===== src/hdl/trk_pkg.sv =====
// Shared types and constants for the tapered tank RK4 level emulator.
package trk_pkg;

    // Datapath operations issued by the sequencer.
    typedef enum logic [3:0] {
        OP_SQRT,
        OP_MUL_OUT,
        OP_MUL_RAD,
        OP_MUL_RR,
        OP_MUL_AREA,
        OP_DIV_DER,
        OP_MUL_K,
        OP_APPLY,
        OP_DIV6,
        OP_STORE
    } op_t;

    // RK4 stage index
    localparam logic [1:0] STG_K1 = 2'd0;
    localparam logic [1:0] STG_K2 = 2'd1;
    localparam logic [1:0] STG_K3 = 2'd2;
    localparam logic [1:0] STG_K4 = 2'd3;

    // Configuration register indexes
    localparam int CFG_IDX_W  = 3;
    localparam int CFG_DATA_W = 25;
    localparam logic [CFG_IDX_W-1:0] CFG_DISCHARGE = 3'd0;
    localparam logic [CFG_IDX_W-1:0] CFG_RADIUS    = 3'd1;
    localparam logic [CFG_IDX_W-1:0] CFG_TAPER     = 3'd2;
    localparam logic [CFG_IDX_W-1:0] CFG_STEP      = 3'd3;
    localparam logic [CFG_IDX_W-1:0] CFG_SUBSTEPS  = 3'd4;

    // pi scaled by 2^33
    localparam logic [63:0] PI_Q33 = 64'd26986075409;

    typedef struct packed {
        logic       load;
        logic       start;
        op_t        op;
        logic [1:0] stage;
    } dp_cmd_t;

    typedef struct packed {
        logic done;
        logic out_full;
    } dp_stat_t;

endpackage


===== src/hdl/trk_ctrl.sv =====
// Sequencer: walks the RK4 substeps and issues datapath operations.
module trk_ctrl (
    input  logic              aclk,
    input  logic              aresetn,
    input  logic              s_valid,
    output logic              s_ready,
    input  logic [7:0]        substeps,
    input  trk_pkg::dp_stat_t stat,
    output trk_pkg::dp_cmd_t  cmd
);

    typedef enum logic [1:0] {S_IDLE, S_ISSUE, S_WAIT, S_OUT} state_t;

    state_t         state_reg, state_next;
    trk_pkg::op_t   op_reg, op_next;
    logic [1:0]     stage_reg, stage_next;
    logic [7:0]     sub_reg, sub_next;

    always_comb begin
        state_next = state_reg;
        op_next    = op_reg;
        stage_next = stage_reg;
        sub_next   = sub_reg;
        case (state_reg)
            S_IDLE: begin
                if (s_valid) begin
                    sub_next   = substeps;
                    stage_next = trk_pkg::STG_K1;
                    op_next    = trk_pkg::OP_SQRT;
                    state_next = (substeps == 8'd0) ? S_OUT : S_ISSUE;
                end
            end
            S_ISSUE: state_next = S_WAIT;
            S_WAIT: begin
                if (stat.done) begin
                    state_next = S_ISSUE;
                    case (op_reg)
                        trk_pkg::OP_SQRT:     op_next = trk_pkg::OP_MUL_OUT;
                        trk_pkg::OP_MUL_OUT:  op_next = trk_pkg::OP_MUL_RAD;
                        trk_pkg::OP_MUL_RAD:  op_next = trk_pkg::OP_MUL_RR;
                        trk_pkg::OP_MUL_RR:   op_next = trk_pkg::OP_MUL_AREA;
                        trk_pkg::OP_MUL_AREA: op_next = trk_pkg::OP_DIV_DER;
                        trk_pkg::OP_DIV_DER:  op_next = trk_pkg::OP_MUL_K;
                        trk_pkg::OP_MUL_K:    op_next = trk_pkg::OP_APPLY;
                        trk_pkg::OP_APPLY: begin
                            if (stage_reg == trk_pkg::STG_K4) begin
                                op_next = trk_pkg::OP_DIV6;
                            end else begin
                                stage_next = stage_reg + 2'd1;
                                op_next    = trk_pkg::OP_SQRT;
                            end
                        end
                        trk_pkg::OP_DIV6: begin
                            if (sub_reg == 8'd1) begin
                                state_next = S_OUT;
                            end else begin
                                sub_next   = sub_reg - 8'd1;
                                stage_next = trk_pkg::STG_K1;
                                op_next    = trk_pkg::OP_SQRT;
                            end
                        end
                        default: state_next = S_IDLE;
                    endcase
                end
            end
            S_OUT: begin
                if (!stat.out_full) begin
                    op_next    = trk_pkg::OP_STORE;
                    state_next = S_ISSUE;
                end
            end
            default: state_next = S_IDLE;
        endcase
    end

    always_ff @(posedge aclk) begin
        if (!aresetn) begin
            state_reg <= S_IDLE;
            op_reg    <= trk_pkg::OP_SQRT;
            stage_reg <= trk_pkg::STG_K1;
            sub_reg   <= 8'd0;
        end else begin
            state_reg <= state_next;
            op_reg    <= op_next;
            stage_reg <= stage_next;
            sub_reg   <= sub_next;
        end
    end

    assign s_ready = (state_reg == S_IDLE);

    always_comb begin
        cmd.load  = s_valid && (state_reg == S_IDLE);
        cmd.start = (state_reg == S_ISSUE);
        cmd.op    = op_reg;
        cmd.stage = stage_reg;
    end

endmodule


===== src/hdl/trk_dp.sv =====
// Datapath: state registers, serial multiplier, square root and divider.
module trk_dp #(
    parameter int VALUE_WIDTH = 32,
    parameter int FRAC_BITS   = 16
) (
    input  logic              aclk,
    input  logic              aresetn,
    input  trk_pkg::dp_cmd_t  cmd,
    output trk_pkg::dp_stat_t stat,
    input  logic [31:0]       s_inflow,
    input  logic [20:0]       cfg_cv,
    input  logic [22:0]       cfg_r0,
    input  logic [16:0]       cfg_alpha,
    input  logic [24:0]       cfg_step,
    output logic              m_valid,
    input  logic              m_ready,
    output logic [31:0]       m_level
);

    localparam int W    = VALUE_WIDTH;
    localparam int F    = FRAC_BITS;
    localparam int SW   = W + 4;
    localparam int NSQ  = (W + F + 1) / 2;
    localparam int XW   = 2 * NSQ;
    localparam int RW   = NSQ + 3;
    localparam int AW0  = (W > F + 2) ? W : F + 2;
    localparam int AW   = (AW0 > NSQ) ? AW0 : NSQ;
    localparam int PW   = AW + W;
    localparam int DW   = W + F + 3;
    localparam int CNTW = $clog2(DW + 1);
    localparam int SL16 = (F >= 16) ? F - 16 : 0;
    localparam int SR16 = (F >= 16) ? 0 : 16 - F;
    localparam int SL24 = (F >= 24) ? F - 24 : 0;
    localparam int SR24 = (F >= 24) ? 0 : 24 - F;

    // divide by six: multiply by a rounded-up reciprocal, 16 bits of it per cycle
    localparam int AXW  = W + 3;
    localparam int RB   = W + 6;
    localparam int NCH  = (W + 4 + 15) / 16;
    localparam int RCW  = 16 * NCH;
    localparam int PRW  = AXW + RCW;
    localparam int PPW  = AXW + 16;
    localparam logic [63:0] RCP6 = ((64'd1 << RB) + 64'd5) / 64'd6;

    localparam logic [63:0]   MAXV64 = (64'd1 << W) - 64'd1;
    localparam logic [W-1:0]  MAXV   = MAXV64[W-1:0];
    localparam logic signed [SW-1:0] MAXV_S = $signed({4'b0000, MAXV});
    localparam logic [63:0]   PI_Q   = ((trk_pkg::PI_Q33 >> (32 - F)) + 64'd1) >> 1;
    localparam logic [AW-1:0] PI_A   = PI_Q[AW-1:0];

    function automatic logic [W-1:0] sat_u(input logic [63:0] v);
        sat_u = (v > MAXV64) ? MAXV : v[W-1:0];
    endfunction

    function automatic logic signed [SW-1:0] sat_s(input logic signed [SW-1:0] x);
        if (x > MAXV_S) begin
            sat_s = MAXV_S;
        end else if (x < -MAXV_S) begin
            sat_s = -MAXV_S;
        end else begin
            sat_s = x;
        end
    endfunction

    function automatic logic [SW-1:0] mag_f(input logic signed [SW-1:0] x);
        mag_f = x[SW-1] ? $unsigned(-x) : $unsigned(x);
    endfunction

    // configuration in internal format
    logic [W-1:0] cv_q, r0_q, alpha_q, st_q, qin_q;
    assign cv_q    = sat_u((64'(cfg_cv) << SL16) >> SR16);
    assign r0_q    = sat_u((64'(cfg_r0) << SL16) >> SR16);
    assign alpha_q = sat_u((64'(cfg_alpha) << SL16) >> SR16);
    assign st_q    = sat_u((64'(cfg_step) << SL24) >> SR24);
    assign qin_q   = sat_u((64'(s_inflow) << SL16) >> SR16);

    // control registers
    logic            busy_reg, busy_next;
    logic            done_reg, done_next;
    logic            m_valid_reg, m_valid_next;
    trk_pkg::op_t    op_reg, op_next;
    logic [1:0]      stage_reg, stage_next;
    logic [CNTW-1:0] cnt_reg, cnt_next;
    logic [W-1:0]    h_reg, h_next;

    // payload registers
    logic signed [SW-1:0] hn_reg, hn_next, hs_reg, hs_next, acc_reg, acc_next;
    logic signed [SW-1:0] num_reg, num_next, rad_reg, rad_next;
    logic signed [SW-1:0] dv_reg, dv_next, k_reg, k_next;
    logic [W-1:0]   qin_reg, qin_next, st_reg, st_next;
    logic [W-1:0]   rr_reg, rr_next, area_reg, area_next;
    logic [NSQ-1:0] sq_reg, sq_next;
    logic [31:0]    m_level_reg, m_level_next;

    logic [PW-1:0]  mul_a_reg, mul_a_next, mul_p_reg, mul_p_next;
    logic [W-1:0]   mul_b_reg, mul_b_next;
    logic           mul_neg_reg, mul_neg_next;
    logic [XW-1:0]  sq_x_reg, sq_x_next;
    logic [RW-1:0]  sq_rem_reg, sq_rem_next;
    logic [NSQ-1:0] sq_root_reg, sq_root_next;
    logic [DW-1:0]  dv_q_reg, dv_q_next;
    logic [W-1:0]   dv_r_reg, dv_r_next, dv_d_reg, dv_d_next;
    logic           dv_neg_reg, dv_neg_next;
    logic [AXW-1:0] d6_a_reg, d6_a_next;
    logic [RCW-1:0] d6_m_reg, d6_m_next;
    logic [PRW-1:0] d6_p_reg, d6_p_next;
    logic           d6_neg_reg, d6_neg_next;

    // helpers
    logic [SW-1:0] hs_mag, rad_mag, dv_mag, num_mag, acc_mag;
    assign hs_mag  = mag_f(hs_reg);
    assign rad_mag = mag_f(rad_reg);
    assign dv_mag  = mag_f(dv_reg);
    assign num_mag = mag_f(num_reg);
    assign acc_mag = mag_f(acc_reg);

    logic [W-1:0] hc, hp;
    assign hc = hs_reg[SW-1] ? '0 : hs_reg[W-1:0];
    assign hp = hn_reg[SW-1] ? '0 : hn_reg[W-1:0];

    logic [63:0] hp_ext;
    logic [31:0] level_sat;
    assign hp_ext    = 64'(hp);
    assign level_sat = (hp_ext > 64'hFFFF_FFFF) ? 32'hFFFF_FFFF : hp_ext[31:0];

    // product after scaling, saturated
    logic [PW-1:0]        mul_sh, mul_sum;
    logic [W-1:0]         mres;
    logic signed [SW-1:0] mres_s;
    assign mul_sh  = mul_p_reg >> F;
    assign mul_sum = mul_p_reg + mul_a_reg;
    assign mres    = (mul_sh > PW'(MAXV)) ? MAXV : mul_sh[W-1:0];
    assign mres_s  = mul_neg_reg ? -$signed({4'b0000, mres}) : $signed({4'b0000, mres});

    // restoring divider step
    logic [W:0]           dv_r2, dv_diff;
    logic                 dv_ge;
    logic [W-1:0]         dq_sat;
    logic signed [SW-1:0] dq_s;
    assign dv_r2   = {dv_r_reg, dv_q_reg[DW-1]};
    assign dv_diff = dv_r2 - {1'b0, dv_d_reg};
    assign dv_ge   = (dv_r2 >= {1'b0, dv_d_reg});
    assign dq_sat  = (dv_q_reg > DW'(MAXV)) ? MAXV : dv_q_reg[W-1:0];
    assign dq_s    = dv_neg_reg ? -$signed({4'b0000, dq_sat}) : $signed({4'b0000, dq_sat});

    // weighted sum over six, top reciprocal digit first
    logic [PPW-1:0]       d6_pp;
    logic [PRW-1:0]       d6_q;
    logic [W-1:0]         d6_sat;
    logic signed [SW-1:0] d6_s;
    assign d6_pp  = PPW'(d6_a_reg) * PPW'(d6_m_reg[RCW-1 -: 16]);
    assign d6_q   = d6_p_reg >> RB;
    assign d6_sat = (d6_q > PRW'(MAXV)) ? MAXV : d6_q[W-1:0];
    assign d6_s   = d6_neg_reg ? -$signed({4'b0000, d6_sat}) : $signed({4'b0000, d6_sat});

    // square root step, two radicand bits per cycle
    logic [RW-1:0] sq_rem2, sq_trial;
    logic          sq_ge;
    assign sq_rem2  = {sq_rem_reg[RW-3:0], sq_x_reg[XW-1 -: 2]};
    assign sq_trial = RW'({sq_root_reg, 2'b01});
    assign sq_ge    = (sq_rem2 >= sq_trial);

    // k/2 toward zero
    logic signed [SW-1:0] k_half;
    assign k_half = (k_reg + $signed({{(SW-1){1'b0}}, k_reg[SW-1]})) >>> 1;

    always_comb begin
        busy_next    = busy_reg;
        done_next    = 1'b0;
        m_valid_next = m_valid_reg && !m_ready;
        op_next      = op_reg;
        stage_next   = stage_reg;
        cnt_next     = cnt_reg;
        h_next       = h_reg;
        hn_next      = hn_reg;
        hs_next      = hs_reg;
        acc_next     = acc_reg;
        num_next     = num_reg;
        rad_next     = rad_reg;
        dv_next      = dv_reg;
        k_next       = k_reg;
        qin_next     = qin_reg;
        st_next      = st_reg;
        rr_next      = rr_reg;
        area_next    = area_reg;
        sq_next      = sq_reg;
        m_level_next = m_level_reg;
        mul_a_next   = mul_a_reg;
        mul_b_next   = mul_b_reg;
        mul_p_next   = mul_p_reg;
        mul_neg_next = mul_neg_reg;
        sq_x_next    = sq_x_reg;
        sq_rem_next  = sq_rem_reg;
        sq_root_next = sq_root_reg;
        dv_q_next    = dv_q_reg;
        dv_r_next    = dv_r_reg;
        dv_d_next    = dv_d_reg;
        dv_neg_next  = dv_neg_reg;
        d6_a_next    = d6_a_reg;
        d6_m_next    = d6_m_reg;
        d6_p_next    = d6_p_reg;
        d6_neg_next  = d6_neg_reg;

        if (cmd.load) begin
            hn_next  = $signed({4'b0000, h_reg});
            hs_next  = $signed({4'b0000, h_reg});
            qin_next = qin_q;
            st_next  = st_q;
        end

        if (cmd.start) begin
            op_next      = cmd.op;
            stage_next   = cmd.stage;
            busy_next    = 1'b1;
            cnt_next     = '0;
            mul_p_next   = '0;
            mul_neg_next = 1'b0;
            case (cmd.op)
                trk_pkg::OP_SQRT: begin
                    sq_x_next    = XW'(hc) << F;
                    sq_rem_next  = '0;
                    sq_root_next = '0;
                    cnt_next     = CNTW'(NSQ);
                end
                trk_pkg::OP_MUL_OUT: begin
                    mul_a_next = PW'(sq_reg);
                    mul_b_next = cv_q;
                    cnt_next   = CNTW'(W);
                end
                trk_pkg::OP_MUL_RAD: begin
                    mul_a_next   = PW'(hs_mag[W-1:0]);
                    mul_b_next   = alpha_q;
                    mul_neg_next = hs_reg[SW-1];
                    cnt_next     = CNTW'(W);
                end
                trk_pkg::OP_MUL_RR: begin
                    mul_a_next = PW'(rad_mag[W-1:0]);
                    mul_b_next = rad_mag[W-1:0];
                    cnt_next   = CNTW'(W);
                end
                trk_pkg::OP_MUL_AREA: begin
                    mul_a_next = PW'(PI_A);
                    mul_b_next = rr_reg;
                    cnt_next   = CNTW'(W);
                end
                trk_pkg::OP_MUL_K: begin
                    mul_a_next   = PW'(dv_mag[W-1:0]);
                    mul_b_next   = st_reg;
                    mul_neg_next = dv_reg[SW-1];
                    cnt_next     = CNTW'(W);
                end
                trk_pkg::OP_DIV_DER: begin
                    dv_q_next   = DW'(num_mag[W-1:0]) << F;
                    dv_r_next   = '0;
                    dv_d_next   = area_reg;
                    dv_neg_next = num_reg[SW-1];
                    cnt_next    = CNTW'(DW);
                end
                trk_pkg::OP_DIV6: begin
                    d6_a_next   = acc_mag[W+2:0];
                    d6_m_next   = RCP6[RCW-1:0];
                    d6_p_next   = '0;
                    d6_neg_next = acc_reg[SW-1];
                    cnt_next    = CNTW'(NCH);
                end
                default: ;
            endcase
        end else if (busy_reg) begin
            if (cnt_reg != '0) begin
                cnt_next = cnt_reg - CNTW'(1);
                case (op_reg)
                    trk_pkg::OP_MUL_OUT, trk_pkg::OP_MUL_RAD, trk_pkg::OP_MUL_RR,
                    trk_pkg::OP_MUL_AREA, trk_pkg::OP_MUL_K: begin
                        if (mul_b_reg[0]) begin
                            mul_p_next = mul_sum;
                        end
                        mul_a_next = mul_a_reg << 1;
                        mul_b_next = mul_b_reg >> 1;
                    end
                    trk_pkg::OP_SQRT: begin
                        sq_x_next = sq_x_reg << 2;
                        if (sq_ge) begin
                            sq_rem_next  = sq_rem2 - sq_trial;
                            sq_root_next = {sq_root_reg[NSQ-2:0], 1'b1};
                        end else begin
                            sq_rem_next  = sq_rem2;
                            sq_root_next = {sq_root_reg[NSQ-2:0], 1'b0};
                        end
                    end
                    trk_pkg::OP_DIV_DER: begin
                        dv_r_next = dv_ge ? dv_diff[W-1:0] : dv_r2[W-1:0];
                        dv_q_next = {dv_q_reg[DW-2:0], dv_ge};
                    end
                    trk_pkg::OP_DIV6: begin
                        d6_p_next = (d6_p_reg << 16) + PRW'(d6_pp);
                        d6_m_next = d6_m_reg << 16;
                    end
                    default: ;
                endcase
            end else begin
                busy_next = 1'b0;
                done_next = 1'b1;
                case (op_reg)
                    trk_pkg::OP_SQRT:    sq_next  = sq_root_reg;
                    trk_pkg::OP_MUL_OUT: num_next = $signed({4'b0000, qin_reg}) - mres_s;
                    trk_pkg::OP_MUL_RAD: rad_next = sat_s($signed({4'b0000, r0_q}) + mres_s);
                    trk_pkg::OP_MUL_RR:  rr_next  = mres;
                    trk_pkg::OP_MUL_AREA: begin
                        // empty tank cross-section: treat area as one lsb
                        area_next = (mres == '0) ? W'(1'b1) : mres;
                    end
                    trk_pkg::OP_DIV_DER: dv_next = dq_s;
                    trk_pkg::OP_MUL_K:   k_next  = mres_s;
                    trk_pkg::OP_APPLY: begin
                        case (stage_reg)
                            trk_pkg::STG_K1: begin
                                acc_next = k_reg;
                                hs_next  = sat_s(hn_reg + k_half);
                            end
                            trk_pkg::STG_K2: begin
                                acc_next = acc_reg + (k_reg <<< 1);
                                hs_next  = sat_s(hn_reg + k_half);
                            end
                            trk_pkg::STG_K3: begin
                                acc_next = acc_reg + (k_reg <<< 1);
                                hs_next  = sat_s(hn_reg + k_reg);
                            end
                            default: acc_next = acc_reg + k_reg;
                        endcase
                    end
                    trk_pkg::OP_DIV6: begin
                        hn_next = sat_s(hn_reg + d6_s);
                        hs_next = sat_s(hn_reg + d6_s);
                    end
                    trk_pkg::OP_STORE: begin
                        h_next       = hp;
                        m_level_next = level_sat;
                        m_valid_next = 1'b1;
                    end
                    default: ;
                endcase
            end
        end
    end

    always_ff @(posedge aclk) begin
        if (!aresetn) begin
            busy_reg    <= 1'b0;
            done_reg    <= 1'b0;
            m_valid_reg <= 1'b0;
            op_reg      <= trk_pkg::OP_SQRT;
            stage_reg   <= trk_pkg::STG_K1;
            cnt_reg     <= '0;
            h_reg       <= '0;
        end else begin
            busy_reg    <= busy_next;
            done_reg    <= done_next;
            m_valid_reg <= m_valid_next;
            op_reg      <= op_next;
            stage_reg   <= stage_next;
            cnt_reg     <= cnt_next;
            h_reg       <= h_next;
        end
    end

    always_ff @(posedge aclk) begin
        hn_reg      <= hn_next;
        hs_reg      <= hs_next;
        acc_reg     <= acc_next;
        num_reg     <= num_next;
        rad_reg     <= rad_next;
        dv_reg      <= dv_next;
        k_reg       <= k_next;
        qin_reg     <= qin_next;
        st_reg      <= st_next;
        rr_reg      <= rr_next;
        area_reg    <= area_next;
        sq_reg      <= sq_next;
        m_level_reg <= m_level_next;
        mul_a_reg   <= mul_a_next;
        mul_b_reg   <= mul_b_next;
        mul_p_reg   <= mul_p_next;
        mul_neg_reg <= mul_neg_next;
        sq_x_reg    <= sq_x_next;
        sq_rem_reg  <= sq_rem_next;
        sq_root_reg <= sq_root_next;
        dv_q_reg    <= dv_q_next;
        dv_r_reg    <= dv_r_next;
        dv_d_reg    <= dv_d_next;
        dv_neg_reg  <= dv_neg_next;
        d6_a_reg    <= d6_a_next;
        d6_m_reg    <= d6_m_next;
        d6_p_reg    <= d6_p_next;
        d6_neg_reg  <= d6_neg_next;
    end

    assign stat.done     = done_reg;
    assign stat.out_full = m_valid_reg && !m_ready;
    assign m_valid       = m_valid_reg;
    assign m_level       = m_level_reg;

endmodule


===== src/hdl/tank_level_rk4_step.sv =====
// Top level of the tapered tank RK4 level emulator: config registers and core.
//
// Each input beat carries one control period's inflow; the block runs `substeps`
// RK4 substeps on the stored height and returns one level beat, 20 substeps by
// default. One derivative evaluation is a bit-serial square root, five shift-add
// multiplies and a restoring divide, plus issue overhead; a substep is four
// evaluations plus a divide by six, done as a reciprocal multiply 16 bits per
// cycle. One beat is worked at a time; the next is accepted while the previous
// result waits in the output register.
module tank_level_rk4_step #(
    parameter int VALUE_WIDTH = 32,
    parameter int FRAC_BITS   = 16
) (
    input  logic                             aclk,
    input  logic                             aresetn,
    input  logic                             cfg_wr_en,
    input  logic [trk_pkg::CFG_IDX_W-1:0]    cfg_index,
    input  logic [trk_pkg::CFG_DATA_W-1:0]   cfg_data,
    input  logic                             s_valid,
    output logic                             s_ready,
    input  logic [31:0]                      s_inflow,
    output logic                             m_valid,
    input  logic                             m_ready,
    output logic [31:0]                      m_level
);

    logic [20:0] cv_reg;
    logic [22:0] r0_reg;
    logic [16:0] alpha_reg;
    logic [24:0] step_reg;
    logic [7:0]  substeps_reg;

    always_ff @(posedge aclk) begin
        if (!aresetn) begin
            cv_reg       <= 21'd65536;
            r0_reg       <= 23'd655360;
            alpha_reg    <= 17'd5243;
            step_reg     <= 25'd83886;
            substeps_reg <= 8'd20;
        end else if (cfg_wr_en) begin
            case (cfg_index)
                trk_pkg::CFG_DISCHARGE: cv_reg       <= cfg_data[20:0];
                trk_pkg::CFG_RADIUS:    r0_reg       <= cfg_data[22:0];
                trk_pkg::CFG_TAPER:     alpha_reg    <= cfg_data[16:0];
                trk_pkg::CFG_STEP:      step_reg     <= cfg_data[24:0];
                trk_pkg::CFG_SUBSTEPS:  substeps_reg <= cfg_data[7:0];
                default: ;
            endcase
        end
    end

    trk_pkg::dp_cmd_t  cmd;
    trk_pkg::dp_stat_t stat;

    trk_ctrl u_ctrl (
        .aclk     (aclk),
        .aresetn  (aresetn),
        .s_valid  (s_valid),
        .s_ready  (s_ready),
        .substeps (substeps_reg),
        .stat     (stat),
        .cmd      (cmd)
    );

    trk_dp #(
        .VALUE_WIDTH (VALUE_WIDTH),
        .FRAC_BITS   (FRAC_BITS)
    ) u_dp (
        .aclk      (aclk),
        .aresetn   (aresetn),
        .cmd       (cmd),
        .stat      (stat),
        .s_inflow  (s_inflow),
        .cfg_cv    (cv_reg),
        .cfg_r0    (r0_reg),
        .cfg_alpha (alpha_reg),
        .cfg_step  (step_reg),
        .m_valid   (m_valid),
        .m_ready   (m_ready),
        .m_level   (m_level)
    );

endmodule

===== config.mk =====
export PLATFORM = sky130hd
export DESIGN_NAME = tank_level_rk4_step
export DESIGN_NICKNAME = d
export VERILOG_FILES = /design/src/hdl/trk_pkg.sv /design/src/hdl/trk_ctrl.sv /design/src/hdl/trk_dp.sv /design/src/hdl/tank_level_rk4_step.sv
export SDC_FILE = /design/constraint.sdc
export NUM_CORES = 2
export LEC_CHECK = 0
export ABC_AREA = 1
export BUFFER_PORTS_ARGS = -buffer_cell sky130_fd_sc_hd__buf_2
export CAP_MARGIN = 20
export CORE_MARGIN = 5
export CORE_UTILIZATION = 30
export DETAILED_ROUTE_END_ITERATION = 10
export HOLD_SLACK_MARGIN = 0.03
export PLACE_DENSITY = 0.56
export SYNTH_ARGS = -nofsm -noshare
export SYNTH_HDL_FRONTEND = slang
export SYNTH_HIERARCHICAL = 1
export SYNTH_SLANG_ARGS = --single-unit

===== constraint.sdc =====
create_clock -name aclk -period 8.3 [get_ports aclk]
set_clock_uncertainty 0.05 [all_clocks]
set_input_delay 1.245 -clock aclk [delete_from_list [all_inputs] [get_ports aclk]]
set_output_delay 1.245 -clock aclk [all_outputs]
set_load 0.01 [all_outputs]

## Yosys cells after proc, flatten, opt, wreduce, memory -nomap -nowiden

Index checks and enable logic that the tools add are counted.

| storage, ports and cells | value |
|---|---|
| register bits after elaboration | 1134 |
| input bits | 65 |
| output and inout port bits | 34 |
| word-level logic and storage cells | 309 |

| cells by class | value |
|---|---|
| $add $sub $neg | 23 |
| $mul | 1 |
| order comparisons | 19 |
| equal/unequal tests | 41 |
| multiplexer cells | 122 |
| bitwise logic cells | 4 |
| reductions and logical operators | 52 |

Operator list:

| operator | count |
|---|---|
| $mux 32 | 24 |
| $mux 36 | 18 |
| $mux 48 | 10 |
| $mux 83 | 5 |
| $pmux 64 s5 | 1 |
| $mux 64 | 4 |
| $mux 51 | 5 |
| $pmux 36 s2 | 3 |
| $pmux 32 s5 | 1 |
| $mux 25 | 6 |
| $add 36x36->36 | 4 |
| $gt 36x33->1 const B | 4 |
| $lt 36x33->1 const B | 4 |
| $neg 32->32 | 4 |
| $mux 24 | 5 |
| $neg 32->36 | 3 |
| $add 83x51->83 | 1 |
| $add 64x64->64 | 1 |
| $gt 17x32->1 const B | 2 |
| $gt 32x32->1 const B | 2 |
| $reduce_and 4->1 | 14 |
| $gt 51x32->1 const B | 1 |
| $mul 35x16->51 | 1 |
| $gt 48x32->1 const B | 1 |
| other kinds (63) | 138 |

## Depth between registers and ports, before layout

| logic depth | value |
|---|---|
| depth after elaboration | 12 |
| gate-level depth with buffers | 42 |
| mapped depth without buffers | 38 |

## Hierarchy

Netlist, hierarchy kept.

Modules (own cells, without submodules):

| module | times used | cells an instance | area an instance (sq um) | seq. area each (sq um) |
|---|---|---|---|---|
| trk_dp | 1 | 10462 | 79242.2 | 26395.3 |
| tank_level_rk4_step | 1 | 527 | 3701.0 | 1881.8 |
| trk_ctrl | 1 | 188 | 1152.4 | 320.3 |

## Least setup slack after synthesis

Ideal clock, no wire load.

| path | value |
|---|---|
| path kind | reg2reg |
| start | register u_ctrl.state_reg[0] |
| end | register u_dp.sq_rem_reg[0] (enable) |
| setup time | 641 ps |
| arrival | 7123 ps |
| required time | 7609 ps |
| path slack | 486 ps |
| cell stages (with the launch flop) | 8 |
| buffers on the path | 3 |
| period minus slack after synthesis | 7814 ps |
| path through | dfxtp_1 > inv_2 > nor2_1 > clkbuf_1 > inv_1 > clkbuf_1 > clkbuf_1 > a211oi_1 |

RTL lines:

| what | line | text |
|---|---|---|
| from (decl) | trk_ctrl.sv:14 | `state_t state_reg, state_next;` |
| from (signal assigned) | trk_ctrl.sv:83 | `state_reg <= state_next;` |
| to (signal assigned) | trk_dp.sv:385 | `sq_rem_reg <= sq_rem_next;` |
| to (decl) | trk_dp.sv:99 | `logic [RW-1:0] sq_rem_reg, sq_rem_next;` |

## Worst setup path after layout

| path | value |
|---|---|
| start | register u_dp.k_reg[12] |
| end | register u_dp.hs_reg[28] |

| on the way | value |
|---|---|
| cells in the longest elaborated chain, start to end | 10 |
| elaborated cells on any way between the ends | 16 |
| those cells by class | add/sub: 3; order compare: 4; mux: 9 |

Ends and longest elaborated chain:

| what | line | text |
|---|---|---|
| from (decl) | trk_dp.sv:89 | `logic signed [SW-1:0] dv_reg, dv_next, k_reg, k_next;` |
| from (signal assigned) | trk_dp.sv:373 | `k_reg <= k_next;` |
| $add 36x2->36 | trk_dp.sv:165 | `assign k_half = (k_reg + $signed({{(SW-1){1'b0}}, k_reg[SW-1]})) >>> 1;` |
| $add 36x35->36 | trk_dp.sv:318, trk_dp.sv:322 |  |
| $lt 36x33->1 | trk_dp.sv:58 | `end else if (x < -MAXV_S) begin` |
| $mux 36 | trk_dp.sv:58 |  |
| $mux 36 | trk_dp.sv:56 | `if (x > MAXV_S) begin` |
| $pmux 36 s2 * | trk_dp.sv:315 | `case (stage_reg)` |
| $pmux 36 s2 * | trk_dp.sv:303 | `case (op_reg)` |
| $mux 36 * | trk_dp.sv:269 | `if (cnt_reg != '0) begin` |
| $mux 36 * | trk_dp.sv:268 | `end else if (busy_reg) begin` |
| $mux 36 * | trk_dp.sv:211 | `if (cmd.start) begin` |
| net u_dp.hs_next[28] | trk_dp.sv:87 | `logic signed [SW-1:0] hn_reg, hn_next, hs_reg, hs_next, acc_reg, acc_next;` |
| to (signal assigned) | trk_dp.sv:368 | `hs_reg <= hs_next;` |
| to (decl) | trk_dp.sv:87 |  |

The timed path passes the listed nets; every way through them passes the cells marked *.
A chain may end at the register's enable or synchronous reset.

==> impl_metrics.py <==
metrics = {
    "sta": {
        "finalCriticalPeriod_ns": 7.571,
        "setup_tns_ns": 0,
        "max_freq_mhz": 132.1,
        "setup_viol": 0,
        "drv_slew": 0,
        "grt_setup_unrepaired": "no",
        "worstMarginPinSlew_ns": 1.126,
        "finalHoldViolations": 0,
        "period_share_pct": 91.22,
        "slew-limit-headroom_pct": 24.96,
    },
    "clock_network": {
        "cts-hold-fix-buffers": 0,
        "clk_pin_slew_ns": 0.06,
        "clock-sinks": 1041,
        "h-tree-depth": 4,
        "ctsResizeCount": 0,
        "post_cts_buffers": 0,
        "clock_path_buffers": 3,
        "clkLatencyLatePin_ns": 0.85,
        "cts_buffers": 133,
        "ctsRootBufferMaster": "clkbuf_16",
        "tritoncts": "built",
    },
    "worst_setup_path": {
        "cpMostUsedCell": "nand2_1",
        "crit_family": "simple AND/OR/NAND/NOR gates",
        "crit_buf_inv": 5,
        "slowest_stage": "edfxtp_1",
        "worstSetupEndpointType": "register",
        "arrival_ns": 8.20,
        "critical_path_class": "reg2reg",
        "start_kind": "register",
        "max_stage_delay_ns": 0.96,
        "crit_fanout": 27,
        "worstPathRequired_ns": 8.93,
    },
    "placement": {
        "dp.cells": 14753,
        "port_buffers": 98,
        "gp_congestion": 0.9824,
        "dp_hpwl_um": 244200,
    },
    "detailed_routing": {
        "wire_per_inst_um": 20.47,
        "drtIter0Drc": 7466,
        "vias": 75710,
        "ant_nets": 0,
        "vias_per_cell": 5.045,
        "drc": 0,
        "drtPass1Iterations": 6,
        "wirelength_um": 307200,
    },
    "global_routing": {
        "grtUsageTotal_pct": 20.43,
        "grt_remaining_overflow": 0,
        "antenna_found_initial": 17,
        "grt_max_degree": 99,
        "grt_pass1_wl_um": 456100,
        "first_global_vias": 72516,
    },
    "floorplanning": {
        "io_pins": 99,
        "fp.dieH_um": 538.6,
        "initial_utilization_pct": 30.08,
        "core-area_mm2": 0.2787,
        "rows": 194,
        "dieArea_mm2": 0.2901,
        "die_w_um": 538.6,
    },
    "synth": {
        "synth_nets": 12088,
        "yosysWarnings": 6,
        "syn_area_per_cell_um2": 7.523,
        "netlist_area_mm2": 0.08382,
        "syn_inst": 11142,
    },
    "final_layout": {
        "final_nets": 12110,
        "post_route_cells_drive_above_1_share_pct": 4.833,
        "area_growth_pct": 11.18,
        "stdcell_count": 15008,
        "largest_reg_flops": 83,
    },
    "hold_path": {
        "hp-class": "reg2reg",
    },
    "pwr": {
        "p_leak_nw": 42.70,
        "pwr_density_cell_mw_per_mm2": 270.4,
        "peakVddDrop_mv": 0.2267,
    },
    "outcome": {
        "status": "finished clean",
    },
    "run": {
        "cap_violations": 0,
    },
}
-- placed cells by master, fill, tap and decap left out, types with 42 or more instances in the layout --
master        n
o21a_1       57
nor3_1      160
o21ai_0     769
or2_2        49
nand2_1    2182
o211ai_1     46
nand3_1     536
nor2_1     1359
a31oi_1      78
fa_1        260
o21bai_1     42
inv_1      1720
a21oi_1    1016
a21o_1       52
nand4_1     104
nor4_1       58
clkbuf_16   136
dfxtp_1     282
buf_2        97
xnor2_1     126
buf_4        80
ha_1        621
edfxtp_1    759
xor2_1      262
-- per-stage QoR --
step	util (%)	hold WS, ns	setup slack, ns	instance area [µm²]	power (mW)
2_1_floorplan	-	0.3503	0.4862	83820	14.59
3_3_place_gp	31.75	0.3519	0.9787	88470	18.97
3_5_place_dp	31.77	0.3545	1.000	88540	18.88
4_1_cts	33.44	0.3680	0.9125	93170	25.09
5_1_grt	33.44	0.3735	0.09041	93170	26.57
6_report	33.44	0.3675	0.7290	93190	25.20
-- per-layer routing --
layer | track usage, % | vias to the layer above | routed length [µm]
met1 | 27.15 | 35492 | 131500
met2 | 32.56 | 2768 | 137000
met5 | 0 | - | 54
met3 | 2.992 | 536 | 21650
li1 | - | 36906 | -
met4 | 9.882 | 8 | 16920
-- layout make-up --
| class | instances | area [µm²] |
|---|---|---|
| diodes | 8 | 20.02 |
| clock buffers | 176 | 3627 |
| clock inverters | 71 | 1008 |
| fillers | 30175 | 185500 |
| inverters | 1742 | 6546 |
| multi-input cells | 8066 | 47740 |
| flip-flops and latches | 1041 | 28440 |
| well taps | 3724 | 4659 |
| repair buffers | 180 | 1149 |
-- path summary, 6_finish.rpt --
check / to / slack (ns) / startpoint / cells past startpoint
hold reg to reg: u_dp/dv_d_reg[31] / 0.37 / u_dp/area_reg[31] / 0
hold / removal: u_dp/dv_d_reg[31] / 0.37 / u_dp/area_reg[31] / 0
setup reg to reg: u_dp/hs_reg[28] / 0.73 / u_dp/k_reg[12] / 31
setup / recovery: u_dp/hs_reg[28] / 0.73 / u_dp/k_reg[12] / 31
-- where the power goes --
part | internal, mW | switching (mW) | total, mW | leakage [nW]
clock | 3.48 | 2.59 | 6.07 | 2.20
sequential | 6.52 | 0.486 | 7.00 | 9.22
combinational | 3.45 | 8.67 | 12.1 | 31.3
total | 13.4 | 11.8 | 25.2 | 42.7
Note: power is estimated with default switching activity, not from simulation.
